## src/hw/rtl/lzwc_pkg.sv

```systemverilog
// ---------------------------------------------------------------------------
// lzwc_pkg
// Shared types and constants of the LZW compressor.
// ---------------------------------------------------------------------------
package lzwc_pkg;

    // input commands
    localparam logic [1:0] CMD_DATA   = 2'd0;
    localparam logic [1:0] CMD_BEGIN  = 2'd1;
    localparam logic [1:0] CMD_FINISH = 2'd2;

    // configuration register indexes
    localparam logic [1:0] REG_ROOT_BITS = 2'd0;
    localparam logic [1:0] REG_MAX_BITS  = 2'd1;
    localparam logic [1:0] REG_GIF_MODE  = 2'd2;

    // configuration reset values
    localparam logic [3:0] ROOT_BITS_RST = 4'd8;
    localparam logic [3:0] MAX_BITS_RST  = 4'd12;

    // root codes that can carry a stale child pointer across a dictionary reset
    localparam int ROOT_SLOTS = 256;

    // request from the control sequencer to the output stage
    typedef struct packed {
        logic       push;      // append a byte to the current run
        logic [7:0] data;
        logic       close;     // end the run of the current transaction
        logic       done;      // run belongs to a finish command
    } out_req_t;

    // status from the output stage
    typedef struct packed {
        logic ready;           // push or close is taken this cycle
    } out_sts_t;

endpackage

```

## src/hw/rtl/lzwc_out_stage.sv

```systemverilog
// ---------------------------------------------------------------------------
// lzwc_out_stage
// Holds back one byte so the last byte of a run can be marked, and drives
// the registered result channel.
// ---------------------------------------------------------------------------
module lzwc_out_stage
    import lzwc_pkg::*;
(
    input  logic       aclk,
    input  logic       aresetn,
    input  out_req_t   req,
    output out_sts_t   sts,
    output logic       m_tvalid,
    input  logic       m_tready,
    output logic [7:0] m_tdata,
    output logic       m_tlast,
    output logic       m_tuser
);

    logic       held_vld_reg;
    logic [7:0] held_byte_reg;
    logic       out_vld_reg;
    logic [7:0] out_byte_reg;
    logic       out_last_reg;
    logic       out_done_reg;
    logic       out_free;

    assign out_free  = !out_vld_reg || m_tready;
    assign sts.ready = !held_vld_reg || out_free;

    always_ff @(posedge aclk) begin
        if (!aresetn) begin
            held_vld_reg <= 1'b0;
            out_vld_reg  <= 1'b0;
        end else begin
            if (out_vld_reg && m_tready) begin
                out_vld_reg <= 1'b0;
            end
            if (req.push && sts.ready) begin
                if (held_vld_reg) begin
                    out_vld_reg  <= 1'b1;
                    out_byte_reg <= held_byte_reg;
                    out_last_reg <= 1'b0;
                    out_done_reg <= 1'b0;
                end
                held_vld_reg  <= 1'b1;
                held_byte_reg <= req.data;
            end else if (req.close && sts.ready && held_vld_reg) begin
                out_vld_reg  <= 1'b1;
                out_byte_reg <= held_byte_reg;
                out_last_reg <= 1'b1;
                out_done_reg <= req.done;
                held_vld_reg <= 1'b0;
            end
        end
    end

    assign m_tvalid = out_vld_reg;
    assign m_tdata  = out_byte_reg;
    assign m_tlast  = out_last_reg;
    assign m_tuser  = out_done_reg;

endmodule

```

## config.mk

```make
export PLATFORM = sky130hd
export DESIGN_NAME = lzwc_out_stage
export DESIGN_NICKNAME = d
export VERILOG_FILES = /design/src/hw/rtl/lzwc_pkg.sv /design/src/hw/rtl/lzwc_out_stage.sv
export SDC_FILE = /design/constraint.sdc
export NUM_CORES = 1
export LEC_CHECK = 0
export ABC_AREA = 1
export BUFFER_PORTS_ARGS = -buffer_cell sky130_fd_sc_hd__clkbuf_2
export CAP_MARGIN = 20
export CORE_MARGIN = 8
export CORE_UTILIZATION = 48
export CTS_CLUSTER_DIAMETER = 50
export DETAILED_ROUTE_END_ITERATION = 6
export PLACE_DENSITY = 0.79
export SLEW_MARGIN = 10
export SYNTH_ARGS = -nofsm -noshare
export SYNTH_HDL_FRONTEND = slang
export SYNTH_SLANG_ARGS = --single-unit
```

## constraint.sdc

```tcl
create_clock -name aclk -period 3.5 [get_ports aclk]
set_input_delay 0.525 -clock aclk [delete_from_list [all_inputs] [get_ports aclk]]
set_output_delay 0.525 -clock aclk [all_outputs]
set_load 0.05 [all_outputs]
```

==> results of run 1 <==
-- placed cells by master, fill, tap and decap left out --
cell type and instances:
edfxtp_1 18, nand3_1 2, nand3_4 1, clkbuf_4 3, o211ai_2 1, nand2_2 1
clkinv_1 2, inv_1 3, a21boi_2 1, dfxtp_1 2, clkbuf_2 25, nand2_1 5
-- final timing paths --
path,end,depth (start not counted)
max,sts,2
min,held_byte_reg[6]$_DFFE_PP_,1
max reg2reg,m_tdata[4]$_DFFE_PP_,4
min reg2reg,m_tdata[1]$_DFFE_PP_,0
-- power groups by stage --
stage	Clock [W]	Combinational, W	Sequential [W]
floorplan	0	0.00000915	0.000295
global placement	0	0.0000381	0.000280
detailed placement	0	0.0000388	0.000280
CTS	0.000108	0.0000392	0.000275
global route	0.000117	0.0000418	0.000276
finish	0.000104	0.0000387	0.000275
-- per-layer routing --
metal	GRT usage, %	wire length [um]
met1	8.586	401
met2	11.72	492
met3	4.202	138
met4	6.303	21
met5	0	0
-- kinds of logic (layout without fill, tap and decap cells) --
logic type,count (synthesis),count (layout),synth area share (%)
compound gates,2,2,3.538
buf+inv,4,33,2.234
flops,20,20,86.41
simple gates,9,9,7.823
-- metrics by stage --
stage,cell area [um2],std cells,setup WS (ps)
finish,842.1,79,1880
global route,842.1,79,1823
CTS,842.1,79,1866
detailed placement,815.8,75,1893
global placement,815.8,75,1917
floorplan,671.9,35,1953
-- final cells by class --
type / count / area [um2] / share of cell area (%)
clock inverters: 1 / 3.754 / 0.4458
flip-flops and latches: 20 / 580.6 / 68.95
well taps: 15 / 18.77 / 2.229
multi-input cells: 11 / 76.32 / 9.064
clock buffers: 3 / 22.52 / 2.675
repair buffers: 25 / 125.1 / 14.86
inverters: 4 / 15.01 / 1.783
==> results.ini, run 1 <==
[status]
status=complete, no violations

[yosys]
yosysMostFrequentCell=edfxtp_1
syn_inst=35
syn_area_um2=671.9
ys_ff_latch=20
netlist.area_leader.share_pct=80.45
synth_cell_type_count=10
ys_warn_count=0
async_reset_ff_share_pct=0
synth_edf_count=18
synth_nets=49
synth_ff_type=edfxtp_1
synth_top_area_cell=edfxtp_1
synth.area.top_cells=edfxtp_1 (80%), dfxtp_1 (6.0%), nand2_1 (2.8%)
netlist_top_cells_count=edfxtp_1 (18), nand2_1 (5), inv_1 (3)
avgSynthCellArea_um2=19.20
seq_area_frac_synth_pct=86.41

[setup_path]
r2r-start=held_vld_reg$_SDFFE_PN0P_
critPathTopFamily=flip-flops
cp_data_required_time_ps=2970
crit_type=reg2out
r2r_slack_ps=2280
path_cells=nand3_4 -> clkbuf_2
cp_slowest_cell=dfxtp_1
cp-end-kind=output pin
worstPathMaxFanout=6
arrival_ps=1090
critPathLaunchType=flop
crit_buf_inv=1
cp_slowest_stage_delay_ps=410
critPathLaunch=m_tvalid$_SDFF_PN0_

[flow_run]
max_cap_violations=0

[pwr]
p_int_w=0.0003232
netSwitchingFraction_pct=22.62
vdd_drop_max_mv=0.3319
powerDensity_nw_per_um2=496.0
pwr-share-comb_pct=9.3
pwr-share-clk_pct=25.0
power_w=0.0004177
leakage_nw=0.3579
switching_power_w=0.00009448
seqPwrFrac_pct=65.7

[floorplanning]
pin_count=26
fp.dieH_um=53.42
core_um2=1301
start_util_pct=51.63
die_area_um2=2853
die_w_um=53.42
rows=13

[sta]
period_needed_ps=1620
worst_pin_slew_ps=348.7
max_freq_mhz=617.4
slew_headroom_pct=76.73
rsz0062_at_grt=no
finalSetupViolCount=0
fin_setup_tns_ps=0
slew_violations=0
hold_viol=0
min_period_over_period_pct=46.28
whs_ps=399.8
fin_worst_skew_ps=1.414

[placed_design]
gp_congestion=0.7887
dp_hpwl_um=846
portBuffers=25

[min_path]
hp-start=req[8]
hold_path.class=in2reg

[finish]
drive_gt1_share_pct=50.00
utilization_pct=64.71
nFillCells=105
layout.nets=79
antenna_cells=0
area_growth_syn_to_layout_pct=25.33

[clocking]
clockBufferDepth=2
cts_tree=built
post_cts_resized=0
hold_buffers=0
htree_levels=1
cts_setup_buffers=0
clkLatencyLatePin_ps=290
clk_pin_slew_ps=100
ctsRootBufferMaster=clkbuf_4
clock-sinks=20
cts_buffers=3

[routing]
first_pass_iters=3
num_vias=366
avgViaCountPerCell=4.633
wl_per_cell_um=13.35
drc=0
totalWireLength_um=1055
drtAntennaViolNets=0
drt_iter0_drc=9

[grt]
gr-total-overflow=0
grt_pass1_vias=368
antenna_found_initial=0
track_usage_pct=8.062
grt_pass1_wl_um=1600
grt_start_max_net_pins=12

No activity file was read; power rests on OpenSTA's default activity.
==> run 2: changes to the inputs <==
--- a/config.mk
+++ b/config.mk
@@ -9,10 +9,10 @@
 export BUFFER_PORTS_ARGS = -buffer_cell sky130_fd_sc_hd__clkbuf_2
 export CAP_MARGIN = 20
 export CORE_MARGIN = 8
-export CORE_UTILIZATION = 48
+export CORE_UTILIZATION = 40
 export CTS_CLUSTER_DIAMETER = 50
 export DETAILED_ROUTE_END_ITERATION = 6
-export PLACE_DENSITY = 0.79
+export PLACE_DENSITY = 0.7
 export SLEW_MARGIN = 10
 export SYNTH_ARGS = -nofsm -noshare
 export SYNTH_HDL_FRONTEND = slang
==> constraint.sdc (replaced) <==
create_clock -name aclk -period 1.4 [get_ports aclk]
set_input_delay 0.21 -clock aclk [delete_from_list [all_inputs] [get_ports aclk]]
set_output_delay 0.21 -clock aclk [all_outputs]
set_load 0.05 [all_outputs]
==> run 2 against run 1 <==
Effect of this change:
- setup slack got worse by 1700 ps
- global-route usage down 1.2 points
- hold slack worse by 310 ps
- clock skew grew 2.9 ps
- critical path type unchanged
- combinational power increased to 2.5 times the previous value
- sequential share of layout area shrank 0.16 points
- power grew to 2.5 times the previous value
- largest cell class unchanged
==> results.ini, run 2 (same netlist as run 1, synthesis figures left out) <==
[setup_path]
crit_type=reg2out
critPathLaunchType=flop
arrival_ps=1050
cp-end-kind=output pin
cp_data_required_time_ps=1190
rr_worst_depth=4
r2r-start=held_vld_reg$_SDFFE_PN0P_
r2r_slack_ps=190
worstPathMaxFanout=6
r2r_end=m_tuser$_SDFFCE_PP0P_

[min_path]
whs_path_depth=1
hold_path.class=in2reg
min_to=held_byte_reg[6]$_DFFE_PP_
hp-start=req[8]

[clocking]
clockBufferDepth=2
cts_tree=built
post_cts_resized=0
ctsRootBufferMaster=clkbuf_4
clkLatencyLatePin_ps=290
htree_levels=1
clock-sinks=20
hold_buffers=0
cts_buffers=3
clk_pin_slew_ps=100
cts_setup_buffers=0

[grt]
grt_start_max_net_pins=12
grt_pass1_wl_um=1759
antenna_found_initial=0
track_usage_pct=6.819
gr-total-overflow=0
grt_pass1_vias=387

[routing]
drt_iter0_drc=6
drc=0
num_vias=361
drtAntennaViolNets=0
wl_per_cell_um=13.17
totalWireLength_um=1067
avgViaCountPerCell=4.457
first_pass_iters=4

[sta]
worst_pin_slew_ps=351.9
hold_viol=0
fin_setup_tns_ps=0
slew_violations=0
finalSetupViolCount=0
fin_worst_skew_ps=4.310
slew_headroom_pct=76.52
rsz0062_at_grt=no
min_period_over_period_pct=90.33
period_needed_ps=1265
max_freq_mhz=790.7

[finish]
area_growth_syn_to_layout_pct=25.88
antenna_cells=0
nFillCells=150
drive_gt1_share_pct=51.56
final_cell_mix=clkbuf_2 (25), edfxtp_1 (18), nand2_1 (5), inv_1 (3), clkbuf_4 (3)
layout.nets=79
final_common_cell=clkbuf_2
utilization_pct=51.21

[floorplanning]
start_util_pct=40.68
rows=15
die_area_um2=3247
core_um2=1652
fp.dieH_um=56.99
die_w_um=56.99
pin_count=26

[placed_design]
gp_congestion=0.7484
portBuffers=25
dp_hpwl_um=866.8

[flow_run]
max_cap_violations=0

[pwr]
vdd_drop_max_mv=0.7068
leakage_nw=0.3583
powerDensity_nw_per_um2=1236

[status]
status=complete, no violations

[run 2: area by class of cell]
class	instances	area, um2	area share (%)
clock buffers	3	22.52	2.663
inverters	4	15.01	1.775
repair buffers	25	125.1	14.79
flip-flops and latches	20	581.8	68.79
well taps	17	21.27	2.515
clock inverters	1	3.754	0.4438
multi-input cells	11	76.32	9.024
[run 2: routing by layer]
layer	GRT usage (%)	routed length, um	vias to the layer above
met4	4.027	0	0
met1	7.629	435	158
met3	5.543	195	0
li1	-	-	184
met5	0	0	-
met2	8.682	436	19
[run 2: critical path, cell delays in order, from the launching register on]
cell	delay [ps]
dfxtp_1	390
nand3_4	120
clkbuf_2	260
[run 2: power by group]
group          switching, W  internal, W  total (W)
Clock              0.000158     0.000104   0.000261
Combinational     0.0000697    0.0000272  0.0000969
Sequential       0.00000952     0.000678   0.000687
Total              0.000237     0.000808    0.00105
[run 2: metrics by stage]
step | hold slack (ps) | area, um2 | setup slack (ps) | cells | power (W)
floorplan | 308.9 | 673.1 | 57.28 | 35 | 0.0007615
global placement | 387.1 | 819.5 | 236.4 | 77 | 0.0007966
detailed placement | 388.7 | 819.5 | 178.7 | 77 | 0.0007997
CTS | 74.01 | 845.8 | 114.8 | 81 | 0.001065
global route | 69.89 | 845.8 | 89.87 | 81 | 0.001093
finish | 87.22 | 845.8 | 135.4 | 81 | 0.001045
[run 2: how the worst max path moves through the flow]
| stage | slack (ps) | end | from |
|---|---|---|---|
| 2_1_floorplan | 60 | m_tdata[0]$_DFFE_PP_ | m_tvalid$_SDFF_PN0_ |
| 3_3_place_gp | 240 | m_tdata[0]$_DFFE_PP_ | held_vld_reg$_SDFFE_PN0P_ |
| 3_5_place_dp | 180 | m_tdata[4]$_DFFE_PP_ | held_vld_reg$_SDFFE_PN0P_ |
| 4_1_cts | 110 | sts | held_vld_reg$_SDFFE_PN0P_ |
| 5_1_grt | 90 | sts | held_vld_reg$_SDFFE_PN0P_ |
| 6_report | 140 | sts | held_vld_reg$_SDFFE_PN0P_ |
